<file path="src/rtl/c2p_pkg.sv">
// c2p_pkg: shared constants, types and the arctangent table for cartesian_to_polar
// no dependencies; used by c2p_stage, cartesian_to_polar, c2p_checker and tb
package c2p_pkg;

    localparam int COORD_WIDTH_DEF   = 24;
    localparam int CORDIC_STAGES_DEF = 24;

    localparam int GUARD_BITS = 8;
    localparam int MAG_WIDTH  = 24;
    localparam int ANG_WIDTH  = 25;
    // angle accumulator, wide enough for +-(90 + sum of table) degrees in q16
    localparam int ZW         = 26;

    localparam logic [31:0]          GAIN_COMP = 32'h9B74_EDA8;
    localparam logic signed [ZW-1:0] DEG90     = ZW'(5898240);
    localparam logic signed [ZW-1:0] DEG180    = ZW'(11796480);

    typedef enum logic [2:0] {
        ANG_CORDIC = 3'd0,
        ANG_ZERO   = 3'd1,
        ANG_POS90  = 3'd2,
        ANG_NEG90  = 3'd3,
        ANG_POS180 = 3'd4
    } ang_sel_t;

    typedef struct packed {
        logic     zero;
        ang_sel_t sel;
    } c2p_side_t;

    // atan(2^-i) in degrees, q16, rounded to nearest
    function automatic logic signed [ZW-1:0] c2p_atan(input logic [4:0] idx);
        logic signed [ZW-1:0] v;
        case (idx)
            5'd0:    v = ZW'(2949120);
            5'd1:    v = ZW'(1740967);
            5'd2:    v = ZW'(919879);
            5'd3:    v = ZW'(466945);
            5'd4:    v = ZW'(234379);
            5'd5:    v = ZW'(117304);
            5'd6:    v = ZW'(58666);
            5'd7:    v = ZW'(29335);
            5'd8:    v = ZW'(14668);
            5'd9:    v = ZW'(7334);
            5'd10:   v = ZW'(3667);
            5'd11:   v = ZW'(1833);
            5'd12:   v = ZW'(917);
            5'd13:   v = ZW'(458);
            5'd14:   v = ZW'(229);
            5'd15:   v = ZW'(115);
            5'd16:   v = ZW'(57);
            5'd17:   v = ZW'(29);
            5'd18:   v = ZW'(14);
            5'd19:   v = ZW'(7);
            5'd20:   v = ZW'(4);
            5'd21:   v = ZW'(2);
            5'd22:   v = ZW'(1);
            default: v = '0;
        endcase
        return v;
    endfunction

endpackage

</file>
<file path="src/rtl/c2p_stage.sv">
// c2p_stage: one registered cordic vectoring micro-rotation with valid/ready
// depends on c2p_pkg
module c2p_stage
    import c2p_pkg::*;
#(
    parameter int XW  = 34,
    parameter int IDX = 0
)(
    input  logic                 clk,
    input  logic                 rst_n,
    input  logic                 in_valid,
    output logic                 in_ready,
    input  logic signed [XW-1:0] x_in,
    input  logic signed [XW-1:0] y_in,
    input  logic signed [ZW-1:0] z_in,
    input  c2p_side_t            side_in,
    output logic                 out_valid,
    input  logic                 out_ready,
    output logic signed [XW-1:0] x_out,
    output logic signed [XW-1:0] y_out,
    output logic signed [ZW-1:0] z_out,
    output c2p_side_t            side_out
);

    localparam logic signed [ZW-1:0] ATAN = c2p_atan(5'(IDX));

    logic                 valid_reg;
    logic signed [XW-1:0] x_reg, x_next;
    logic signed [XW-1:0] y_reg, y_next;
    logic signed [ZW-1:0] z_reg, z_next;
    c2p_side_t            side_reg;
    logic signed [XW-1:0] xs, ys;

    assign in_ready = !valid_reg || out_ready;

    always_comb
    begin
        xs = x_in >>> IDX;
        ys = y_in >>> IDX;
        if (!y_in[XW-1])
        begin
            x_next = x_in + ys;
            y_next = y_in - xs;
            z_next = z_in + ATAN;
        end
        else
        begin
            x_next = x_in - ys;
            y_next = y_in + xs;
            z_next = z_in - ATAN;
        end
    end

    always_ff @(posedge clk or negedge rst_n)
    begin
        if (!rst_n)
        begin
            valid_reg <= 1'b0;
        end
        else if (in_ready)
        begin
            valid_reg <= in_valid;
        end
    end

    always_ff @(posedge clk)
    begin
        if (in_ready && in_valid)
        begin
            x_reg    <= x_next;
            y_reg    <= y_next;
            z_reg    <= z_next;
            side_reg <= side_in;
        end
    end

    assign out_valid = valid_reg;
    assign x_out     = x_reg;
    assign y_out     = y_reg;
    assign z_out     = z_reg;
    assign side_out  = side_reg;

endmodule

</file>
<file path="config.mk">
export PLATFORM = sky130hd
export DESIGN_NAME = c2p_stage
export DESIGN_NICKNAME = d
export VERILOG_FILES = /design/src/rtl/c2p_pkg.sv /design/src/rtl/c2p_stage.sv
export SDC_FILE = /design/constraint.sdc
export NUM_CORES = 1
export LEC_CHECK = 0
export ABC_AREA = 1
export ABC_CLOCK_PERIOD_IN_PS = 6100
export BUFFER_PORTS_ARGS = -buffer_cell sky130_fd_sc_hd__buf_2
export CAP_MARGIN = 10
export CORE_MARGIN = 8
export CORE_UTILIZATION = 45
export CTS_CLUSTER_SIZE = 12
export DETAILED_ROUTE_END_ITERATION = 8
export PLACE_DENSITY = 0.8
export SYNTH_ARGS = -nofsm -noshare
export SYNTH_HDL_FRONTEND = slang
export SYNTH_SLANG_ARGS = --single-unit
export TNS_END_PERCENT = 5
</file>
<file path="constraint.sdc">
create_clock -name clk -period 6.1 [get_ports clk]
set_input_delay 0.915 -clock clk [delete_from_list [all_inputs] [get_ports clk]]
set_output_delay 0.915 -clock clk [all_outputs]
set_load 0.02 [all_outputs]
</file>
==> flow_results.org, run 1 <==
** Job
- Max-cap violations in this run came to 0.

** Critical path
- Highest-delay cell along the critical path :: sky130_fd_sc_hd__ha_1
- The worst setup path is captured at a register.
- The critical path ends at x_out[10].
- Tracing the worst setup path back leads to its startpoint at x_in[8].
- Data on the critical path is required at its endpoint by 6170 ps.
- Startpoint Class :: input pin
- In this run the worst path has a maximum fanout of 11.
- Across all register-to-register paths, the minimum setup slack is 3860 ps.
- Type of the worst setup path :: input pin to register
- For the worst setup path, the data arrival time is 3070 ps.
- Measured in cells, the most critical reg-to-reg path has a length of 2.
- Launch point of the worst reg-to-reg path :: out_valid
- The critical path goes through buf_2 > inv_1 > ha_1 > nand2_1 > o21ai_0 > inv_1 > nand3_1 > xor2_1 > o21ai_0.
- Critical register-to-register path endpoint :: y_out[25]
- Crit-path max cell delay :: 530 ps

** STA
- Total negative slack for setup checks :: 0 ps
- Final hold viol count :: 0
- The clock period could shrink to 2992 ps.
- Final count of negative-setup-slack endpoints :: 0
- Unrepaired setup endpoints after global routing :: false
- Worst clock skew :: 18.71 ps
- At the pin with the least slew margin, the transition time is 1082 ps.
- Timing would allow up to 334.2 MHz.
- The total count of max-transition violations in the final report came to 0.
- Worst hold margin :: 320.5 ps
- The worst pin sits at a relative slew slack of 0.2786.
- Of the available clock period, the critical path in the final layout requires 0.4906.

** Finish
- Non-Filler Cell Area, Final :: 12,170 um2
- Commonest non-fill, non-tap cells in the layout :: sky130_fd_sc_hd__nand2_1 (444), sky130_fd_sc_hd__inv_1 (239), sky130_fd_sc_hd__buf_2 (201)
- The net count of the finished layout is 1,979.
- Of the cells placed in the final design, the portion with a size suffix greater than 1 is 0.1558.
- Antenna diode count :: 0
- Area growth syn-to-layout :: 13.54%
- The library cell used most frequently in the layout, excluding fill and tap cells, is sky130_fd_sc_hd__nand2_1.

** Logic synthesis
- Cell Area, Synth :: 10,720 um2
- In this run, synthesis inferred 97 flip-flops with an integrated enable.
- Most instantiated flip-flop cell in the synthesis netlist :: sky130_fd_sc_hd__edfxtp_1
- Yosys reg bits :: 98
- Yosys mapped the design onto 42 distinct sky130hd cell types.
- Sorting the synthesized cells by area gives the leading types as sky130_fd_sc_hd__edfxtp_1 (27%), sky130_fd_sc_hd__nand2_1 (16%), sky130_fd_sc_hd__ha_1 (12%).
- For this run, asynchronously set or reset flops after synthesis account for 0.01020.
- Mean Syn Cell Area :: 6.716 um2
- The cell count after synthesis came out at 1,596.
- Synth warn :: 0
- Sequential area share after synthesis :: 0.2741
- Of all cell types, the one taking the most synthesized area is sky130_fd_sc_hd__edfxtp_1.
- Synthesized netlist net count :: 1,809
- The share of synthesized area in the top cell type comes to 0.2717.

** Detailed routing
- DR WL/cell :: 17.39 um
- For this run, design rule violations remaining after detail routing come to 0.
- The detailed router finished its first iteration with 1,140 violations.
- The routed design has 36.34 mm of wire.
- The routed layout has 11,240 vias.
- Number of iterations in the first detailed-routing pass :: 7
- Via/cell ratio :: 5.378
- Number of routed nets with antenna violations :: 0

** GRT
- Initial antenna violation count :: 0
- Global-route wire length before repair :: 56.04 mm
- Entering global routing, the biggest net connects 82 pins.
- Global routing finished with a remaining overflow of 0.
- Global router's overall resource usage :: 0.2461
- Number of global-route vias before repair :: 10,780

** Clocking
- The tree is rooted in a sky130_fd_sc_hd__clkbuf_16.
- TritonCTS built the clock tree.
- The clock reaches the later pin of the worst-skew pair after 370 ps.
- Count of hold-fix buffers inserted at cts :: 0
- Buffers added to address setup during post-CTS repair amount to 0.
- The clock drives 98 sinks.
- Deepest clock path buffer count :: 2
- Number of H-tree levels :: 3
- Gates resized during post-CTS repair numbered 0.
- After clock tree synthesis, the clock-pin slew on the worst setup and hold paths is 70 ps.
- TritonCTS buffer count :: 9

** Outcome
- Run status :: complete, no violations

** Power
- Maximum VDD drop :: 0.1446 mV
- The internal portion of the total power is 1.468 mW.
- Switch share :: 0.4091
- The share of total power dissipated in sequential elements is 0.342.
- Summed over all cells, the static leakage comes to 6.200 nW.
- In this run the power spent charging and discharging nets is 1.017 mW.
- Combinational fraction of design power :: 0.407
- In this run the power density over the cells is 204.2 nW/um2.
- Of the total power, the clock network draws 0.252.

** Placed design
- Quantity of I/O buffers inserted on ports :: 201
- GPL Wtd Cong :: 0.9433
- Placed wire-length estimate :: 30.31 mm
- The placed instances occupy a cell area of 11,850 um2.

** Die
- DIE AREA :: 29,010 um2
- The initial utilization of the core area, before any placement, comes to 0.4580.
- The floorplan step set the die width to 170.3 um.
- Measured along the y axis, the die boundary spans 170.3 um.
- Placeable core region :: 23,400 um2
- 202 I/O pins were placed.
- Number of standard-cell rows in the floorplan :: 56

** Min path
- Class of the worst hold path :: input pin to async pin
==> metal layers <==
layer	GRT usage	wire (um)
met5	0	0
met4	0.08009	937
met3	0.04611	3642
met1	0.3341	16010
met2	0.3879	15750
==> Yosys cell counts, types with 10 or more instances <==
library cell	n
sky130_fd_sc_hd__ha_1	107
sky130_fd_sc_hd__o21ai_0	80
sky130_fd_sc_hd__o21bai_1	16
sky130_fd_sc_hd__nor2_2	11
sky130_fd_sc_hd__xor2_1	32
sky130_fd_sc_hd__inv_1	240
sky130_fd_sc_hd__nand4_1	14
sky130_fd_sc_hd__o21ai_1	10
sky130_fd_sc_hd__nor2_1	131
sky130_fd_sc_hd__nand2_1	444
sky130_fd_sc_hd__a21oi_1	115
sky130_fd_sc_hd__edfxtp_1	97
sky130_fd_sc_hd__buf_4	16
sky130_fd_sc_hd__nand2_2	16
sky130_fd_sc_hd__nand3_1	158
sky130_fd_sc_hd__nor3_1	16
sky130_fd_sc_hd__buf_2	13
==> worst min path at each step <==
stage | cells after the start | slack [ps] | startpoint | end
after detailed placement | 2 | 570 | out_valid | out_valid
after global placement | 2 | 550 | out_valid | out_valid
after floorplan | 0 | 620 | rst_n | out_valid
after global routing | 1 | 300 | rst_n | out_valid
final | 1 | 320 | rst_n | out_valid
after CTS | 1 | 310 | rst_n | out_valid
==> final cells by class <==
| type | count | area [um2] |
|---|---|---|
| multi-input cells | 1205 | 6555 |
| repair buffers | 204 | 1028 |
| clock buffers | 9 | 225.2 |
| flip-flops and latches | 98 | 2938 |
| fillers | 2430 | 11230 |
| inverters | 248 | 930.9 |
| clock inverters | 7 | 93.84 |
| well taps | 319 | 399.1 |
==> metrics by stage <==
stage | std cells | util | power (mW) | setup slack (ps)
after floorplan | 1596 | - | 1.550 | 1867
after global placement | 2074 | 0.5064 | 1.841 | 2904
after global routing | 2090 | 0.5200 | 2.621 | 3007
after CTS | 2090 | 0.5200 | 2.479 | 3264
after detailed placement | 2074 | 0.5064 | 1.854 | 2891
final | 2090 | 0.5200 | 2.485 | 3108
==> registers in the layout, indices dropped and copies added (netlist names) <==
signal and count:
out_valid 1, z_out 26, side_out 4, y_out 34
x_out 33
==> power by group through the flow <==
stage | logic [mW] | registers (mW) | clock network, mW
CTS | 0.992 | 0.850 | 0.636
detailed placement | 0.989 | 0.865 | 0
floorplan | 0.609 | 0.941 | 0
finish | 1.01 | 0.849 | 0.625
global route | 1.11 | 0.855 | 0.659
global placement | 0.978 | 0.863 | 0
==> worst max-delay path, delay by kind of cell <==
family,cells,cell delay [ps]
AO/OA/AOI/OAI,2,840
XOR/XNOR,1,100
adder cells (fa/ha/maj),1,530
buffers and inverters,3,230
AND/OR/NAND/NOR,2,450
==> kinds of logic after synthesis <==
family	Yosys count	synth area share
AND/OR/NAND/NOR	808	0.3211
XOR/XNOR	36	0.02941
adder cells (fa/ha/maj)	111	0.1324
AO/OA/AOI/OAI	249	0.1266
multiplexers	1	0.0009339
buffers and inverters	293	0.1154
flip-flops	98	0.2741
Power figures use the tool's default switching activity.
==> inputs of run 2 (changes only) <==
ABC_AREA = 0   (was 1)
ABC_CLOCK_PERIOD_IN_PS = 2500   (was 6100)
PLACE_DENSITY = 0.81   (was 0.8)
clock period = 2.5 ns   (was 6.1 ns; I/O delays follow)
==> flow_results.org, run 2 <==
** Outcome
- Run status :: complete, but fails checks
- The checks that failed: negative setup slack.

** Power
- Relative contribution of the clock network to total power :: 0.211 (-0.041)
- The areal power density over the cells is 464.4 nW/um2 (+130%).
- The switching power total is 2.637 mW (+160%).
- The sequential cell fraction of total power was 0.306 (-0.036).
- The logic gate share of total power is 0.484 (+0.077).
- LEAKAGE :: 6.810 nW (+9.8%)
- The cell-internal power was 4.267 mW (+190%).
- Post-layout total power :: 6.904 mW (+180%)
- The fraction of power spent switching nets came to 0.3819 (-0.02721).
- The maximum ir drop on the vdd rail was 0.3449 mV (+140%).

** STA
- Worst setup slack after layout :: -178.2 ps (-3286 ps)
- Count of final max-slew check failures :: 0 (unchanged)
- Timing would allow up to 373.4 MHz.
- Min Clock Period, post-route :: 2678 ps
- The accumulated negative setup slack came to -1203 ps (-1203 ps).
- Unrepaired setup endpoints after global routing :: true
- Final hold viol count :: 0 (unchanged)
- The setup clock skew after layout was 9.665 ps (-9.044 ps).
- The final count of negative-setup-slack endpoints came to 20 (+20).
- The headroom to the max-slew limit came to 0.6090 (+0.3303).
- Final worst-path cycle share :: 1.071
- The measured slew at the worst slew-check pin was 578.4 ps (-503.6 ps).

** Clocking
- Number of H-tree levels :: 3 (unchanged)
- The insertion delay to the later sink of the worst-skew pair came to 360 ps (about the same).
- Post-CTS clock slew at the launch and capture registers of the worst setup and hold paths :: 80 ps (about the same)
- Clock sink total :: 98 (unchanged)
- TritonCTS built the clock tree.
- The number of buffers on the longest clock path is 2 (unchanged).
- The number of clock buffers inserted by TritonCTS is 9 (unchanged).
- Clock Tree Root :: sky130_fd_sc_hd__clkbuf_16

** Critical path
- Data required time of the critical path :: 2610 ps (-3560 ps)
- Element type at the critical path end :: register
- CP max FO :: 4 (-7)
- The arrival time reported for the critical path endpoint was 2780 ps (-290 ps).
- Startpoint Class :: input pin
- By startpoint and endpoint, the worst setup path is classified as input pin to register.

** Die
- The area enclosed by the die boundary is 26,160 um2 (-9.8%).
- The vertical die dimension is 161.8 um (-5.0%).
- The die boundary width came to 161.8 um (-5.0%).
- Effective utilization at floorplan :: 0.4562 (-0.001856)
- Number of standard-cell rows in the floorplan :: 53 (-5.4%)
- Boundary Pins :: 202 (unchanged)
- The core footprint is 20,960 um2 (-10%).

** Placed design
- The number of buffers inserted by port buffering was 201 (unchanged).
- Placed wire-length estimate :: 29.06 mm (-4.1%)
- GPL Wtd Cong :: 0.9493 (+0.64%)

** Logic synthesis
- Cell Area, Synth :: 9559 um2 (-11%)
- Leading cell types by count after synthesis :: sky130_fd_sc_hd__a21oi_1 (114), sky130_fd_sc_hd__ha_1 (107), sky130_fd_sc_hd__inv_1 (104)
- Mean Syn Cell Area :: 8.550 um2 (+27%)
- The total nets after synthesis is 1,331 (-26%).
- The number of standard cells after synthesis came to 1,118 (-30%).
- Of all cell types, the one taking the most synthesized area is sky130_fd_sc_hd__edfxtp_1.
- Synth top area share :: 0.3047 (+0.03297)
- The number of register bits inferred by synthesis came to 98 (unchanged).
- The number of enable flip-flop cells after synthesis came to 97 (unchanged).
- Most instantiated flip-flop cell in the synthesis netlist :: sky130_fd_sc_hd__edfxtp_1
- Count leader, synth :: sky130_fd_sc_hd__a21oi_1
- The synthesis warning total was 0 (unchanged).
- The post-synthesis cell type count came to 77 (+83%).
- The register area share after synthesis is 0.3073 (+0.03325).
- Async set-or-reset flop fraction in the synthesized netlist :: 0.01020 (unchanged)
- In the post-synthesis netlist, the biggest area contributors are sky130_fd_sc_hd__edfxtp_1 (30%), sky130_fd_sc_hd__ha_1 (14%), sky130_fd_sc_hd__a21oi_1 (6.0%).

** Job
- The number of maximum-capacitance constraint violations was 0 (unchanged).

** Min path
- Class of the worst hold path :: input pin to register

** Finish
- Commonest non-fill, non-tap cells in the layout :: sky130_fd_sc_hd__buf_4 (347), sky130_fd_sc_hd__buf_2 (189), sky130_fd_sc_hd__a21oi_1 (98)
- The fraction of layout cells with a size suffix above 1 is 0.4461 (+0.2902).
- Final Util :: 0.7095 (+0.1895)
- Area growth syn-to-layout :: 55.54%
- The layout net count was 1,858 (-6.1%).
- The antenna diode instance count was 0 (unchanged).
- The library cell used most frequently in the layout, excluding fill and tap cells, is sky130_fd_sc_hd__buf_4.
- The number of flip-flops in the largest register is 34 (unchanged).

** GRT
- The number of antenna violations at the first check in global routing was 0 (unchanged).
- The total track usage came to 0.2718 (+0.02572).
- The via count of the first global-routing pass is 11,050 (+2.5%).
- The pin count of the biggest net entering global routing was 78 (-4.9%).
- Total gr overflow :: 0 (unchanged)
- Global-route wire length before repair :: 57.30 mm (+2.2%)

** Detailed routing
- The count of nets left with antenna violations after detail routing is 0 (unchanged).
- Total wirelength of the detailed-routed design :: 37.44 mm (+3.0%)
- Remaining DRCs :: 0 (unchanged)
- DR WL/cell :: 19.45 um (+12%)
- The number of vias after detailed routing came to 10,780 (-4.1%).
- The length of the first detailed-routing pass in iterations came to 5 (-2).
- Starting DRC count in detailed routing :: 953 (-16%)
- The number of vias per cell is 5.601 (+4.2%).
==> run 2: metrics by stage <==
stage,hold slack [ps],std cells,instance area [um2],setup slack [ps]
finish,181.6,1925,14870,-178.2
global route,175.8,1925,14870,-206.3
CTS,175.2,1920,14450,-171.4
detailed placement,150.7,1889,13330,-889.1
global placement,149.8,1889,13330,-889.5
floorplan,79.41,1118,9560,-455.1
==> run 2: path summary, 6_finish.rpt <==
| check | depth (start not counted) | endpoint | startpoint | slack, ps |
|---|---|---|---|---|
| hold / removal | 1 | side_out[3] | side_in[3] | 180 |
| setup / recovery | 12 | y_out[30] | x_in[0] | -180 |
| setup reg to reg | 3 | y_out[31] | out_valid | 980 |
| min in group asynchronous | 2 | out_valid | rst_n | 340 |
| hold reg to reg | 2 | out_valid | out_valid | 560 |
| max in group asynchronous | 2 | out_valid | rst_n | 2070 |
==> run 2: logic make-up after synthesis <==
group | Yosys count | share of synthesized area
DFF | 98 | 0.3073
muxes | 16 | 0.01702
AOI/OAI and AO/OA | 371 | 0.2524
and+or+nand+nor | 298 | 0.1514
buffers and inverters | 159 | 0.06387
xor gates and xnor gates | 65 | 0.05955
adders and majority gates | 111 | 0.1484
==> run 2: critical path: stages <==
cell and delay (ps):
sky130_fd_sc_hd__buf_8 110, sky130_fd_sc_hd__buf_6 110, sky130_fd_sc_hd__ha_4 160, sky130_fd_sc_hd__fa_2 360, sky130_fd_sc_hd__nor2b_4 150, sky130_fd_sc_hd__o31a_1 190, sky130_fd_sc_hd__o41ai_4 110, sky130_fd_sc_hd__o31a_1 400
sky130_fd_sc_hd__o211ai_1 240, sky130_fd_sc_hd__nand2_1 140, sky130_fd_sc_hd__a222oi_1 330, sky130_fd_sc_hd__xnor2_1 120
==> run 2: metal layers <==
| layer | share of wire | wire, um | global-route usage | vias up |
|---|---|---|---|---|
| li1 | - | - | - | 5123 |
| met1 | 0.41 | 15200 | 0.3253 | 5121 |
| met2 | 0.49 | 18180 | 0.4702 | 442 |
| met3 | 0.070 | 2609 | 0.05113 | 96 |
| met4 | 0.039 | 1453 | 0.1149 | 0 |
| met5 | 0 | 0 | 0 | - |
==> run 2: repair_timing <==
| action | 4_1_cts | 5_1_grt |
|---|---|---|
| endpoints found under the hold margin | 1 | 0 |
| pin swaps | 61 | 48 |
| resized for setup | 153 | 81 |
| buffers inserted | 17 | 7 |
| endpoints found under the setup margin | 47 | 38 |
| hold buffers | 1 | 0 |
==> run 2: area by class of cell <==
cell class / count / area [um2]
Clock buffer: 9 / 225.2
Clock inverter: 7 / 71.32
Fill cell: 1556 / 6087
Inverter: 111 / 419.2
Multi-Input combinational cell: 861 / 6959
Sequential cell: 98 / 2938
Tap cell: 275 / 344.1
Timing Repair Buffer: 564 / 3911
==> run 2: power by group through the flow <==
stage,sequential [mW],combinational (mW),clock (mW)
2_1_floorplan,2.36,1.34,0
3_3_place_gp,2.14,2.86,0
3_5_place_dp,2.15,2.92,0
4_1_cts,2.11,3.15,1.46
5_1_grt,2.12,3.56,1.50
6_report,2.11,3.34,1.45
==> inputs of run 3 (changes only) <==
ABC_CLOCK_PERIOD_IN_PS = 3300   (was 2500)
CORE_ASPECT_RATIO = 1.4   (was not set)
PLACE_DENSITY = 0.79   (was 0.81)
clock period = 3.3 ns   (was 2.5 ns; I/O delays follow)
==> flow_results.org, run 3 (synthesis gave the netlist of run 2 again) <==
** Outcome
- Run status :: complete, no violations

** Critical path
- STA classifies the critical path endpoint as a register.
- CP max FO :: 5 (+1)
- Among cell families on the critical path, the largest total delay comes from compound AO/OA/AOI/OAI gates.
- The required time at the endpoint of the critical path was 3490 ps (+880 ps).
- The largest individual stage delay along the critical path comes from the cell sky130_fd_sc_hd__a2111oi_1.
- Type of the worst setup path :: input pin to register
- STA classifies the critical path startpoint as an input pin.
- Worst endpoint data arrival time :: 3420 ps (+640 ps)
- Crit path buf inv count :: 4 (+2)
- Crit-path max cell delay :: 730 ps (+330 ps)
- Traced cell by cell, the critical path runs through buf_2 > inv_1 > ha_1 > inv_1 > a21o_1 > a2111oi_1 > buf_4 > o21ai_0 > a2111o_1 > a21oi_2 > o21ai_0 > a211oi_1.

** GRT
- Initial antenna violation count :: 0 (unchanged)
- Number of global-route vias before repair :: 9,875 (-11%)
- The leftover overflow at the end of global routing was 0 (unchanged).
- Maximum number of pins on one net before global-route repair :: 75 (-3.8%)
- Global router's overall resource usage :: 0.2466 (-0.02518)
- Global-route wire length before repair :: 51.61 mm (-9.9%)

** Die
- Placeable core region :: 21,050 um2 (+0.44%)
- Number of standard-cell rows in the floorplan :: 63 (+19%)
- The initial standard-cell utilization of the core is 0.4542 (-0.001980).
- The I/O pin count is 202 (unchanged).
- Floorplan die width :: 139.2 um (-14%)
- The vertical die dimension came to 188.5 um (+17%).
- DIE AREA :: 26,230 um2 (+0.25%)

** Placed design
- GPL Wtd Cong :: 0.9762 (+2.8%)
- The number of placed instances with taps included is 1,672 (-11%).
- The HPWL reported at the end of detailed placement was 26.91 mm (-7.4%).
- The number of buffers inserted by port buffering came to 201 (unchanged).
- Placed Area :: 11,770 um2 (-12%)

** Detailed routing
- The number of DRC violations after detailed routing is 0 (unchanged).
- Number of iterations in the first detailed-routing pass :: 6 (+1)
- The first-iteration detailed-routing DRC count is 1,049 (+10%).
- DR WL/cell :: 19.64 um (+0.96%)
- The count of nets left with antenna violations after detail routing is 0 (unchanged).
- Via/cell ratio :: 5.800 (+3.6%)
- Total wirelength of the detailed-routed design :: 33.17 mm (-11%)
- The number of vias after detailed routing was 9,796 (-9.1%).

** STA
- Count of final max-slew check failures :: 0 (unchanged)
- The headroom to the max-slew limit came to 0.4590 (-0.1500).
- Final count of negative-setup-slack endpoints :: 0 (-100%)
- Worst hold margin :: 290.9 ps (+109.3 ps)
- Setup repair after global routing left no endpoint under its margin.
- In the finished design, the share of the clock period the worst path needs comes to 0.9802.
- Min Clock Period, post-route :: 3235 ps
- Worst clock skew :: 12.79 ps (+3.128 ps)
- Final hold viol count :: 0 (unchanged)
- The measured slew at the worst slew-check pin was 811.5 ps (+233.1 ps).
- Static timing analysis puts the maximum clock frequency at 309.2 MHz.

** Clocking
- Post-CTS clock slew at the launch and capture registers of the worst setup and hold paths :: 80 ps (about the same)
- TritonCTS buffer count :: 9 (unchanged)
- TritonCTS built the clock tree.
- Number of H-tree levels :: 3 (unchanged)
- Deepest clock path buffer count :: 2 (unchanged)
- CTS placed an instance of sky130_fd_sc_hd__clkbuf_16 at the clock tree root.
- Clock latency of the later-clocked register in the worst-skew pair :: 370 ps (about the same)
- The clock sink count came to 98 (unchanged).

** Power
- The post-route total power is 4.701 mW (-32%).
- The maximum ir drop on the vdd rail is 0.2686 mV (-22%).
- Power per cell area :: 388.7 nW/um2 (-16%)
- The leakage power figure came to 5.576 nW (-18%).

** Min path
- The path class of the tightest hold or removal check is input pin to register.

** Finish
- The final cell count without fillers came to 1,689 (-12%).
- Max FFs per register :: 34 (unchanged)
- The final design area excluding fillers came to 12,100 um2 (-19%).
- The layout net count came to 1,637 (-12%).
- Fraction of final layout cells sized beyond drive strength 1 :: 0.2666 (-0.1794)
- Area growth syn-to-layout :: 26.54%
- The antenna diode instance count is 0 (unchanged).
- Leaving out fill and tap cells, the most frequent cell in the layout is sky130_fd_sc_hd__buf_2.
- Commonest non-fill, non-tap cells in the layout :: sky130_fd_sc_hd__buf_2 (200), sky130_fd_sc_hd__buf_4 (141), sky130_fd_sc_hd__a21oi_1 (114)

** Job
- The number of maximum-capacitance constraint violations was 0 (unchanged).
-- run 3: cell types whose count changed in the layout (fill, tap and decap cells not counted), sizes merged --
cell and delta:
buf -221, clkinv +2, clkinvlp -2
-- run 3: area by class of cell --
class	instances	area [um2]
Multi-Input combinational cell	861	6021
Fill cell	1876	8950
Tap cell	260	325.3
Clock buffer	9	225.2
Sequential cell	98	2938
Timing Repair Buffer	343	2090
Clock inverter	7	81.33
Inverter	111	416.7
-- run 3: worst paths after layout --
check                                 end  startpoint  slack (ps)  cells after the start
worst max-delay path            y_out[33]    x_in[18]          70                     12
worst min-delay path             z_out[3]     z_in[3]         290                      1
worst max register to register  y_out[11]   out_valid        1590                      3
worst min register to register  out_valid   out_valid         560                      2
min in group asynchronous       out_valid       rst_n         420                      2
max in group asynchronous       out_valid       rst_n        2800                      2
-- run 3: routing by layer --
metal	up-vias	share of wire	global-route usage
li1	4682	-	-
met1	4532	0.38	0.2715
met4	0	0.044	0.1241
met2	478	0.51	0.4478
met3	104	0.064	0.04305
met5	-	0	0
-- run 3: power by group --
part | internal [mW] | switching [mW]
Combinational | 0.790 | 1.19
Clock | 0.542 | 0.582
Sequential | 1.56 | 0.0368
-- run 3: what timing repair did --
item,4_1_cts,5_1_grt
hold buffers,1,0
endpoints found under the hold margin,1,0
gates resized for setup,0,2
buffers inserted,0,0
endpoints found under the setup margin,0,3
-- run 3: worst register-to-register path, delay by kind of cell (launching register included) --
| kind | cells | cell delay, ps |
|---|---|---|
| AND/OR/NAND/NOR | 2 | 520 |
| flip-flops | 1 | 390 |
| buffers and inverters | 1 | 390 |
-- run 3: metrics by stage --
stage	setup TNS, ps	utilization	worst slack (ps)
global placement	-943.3	0.5594	-241.6
floorplan	0	-	224.9
detailed placement	-1682	0.5594	-330.1
global route	0	0.5748	3.823
finish	0	0.5748	65.39
CTS	0	0.5744	22.01
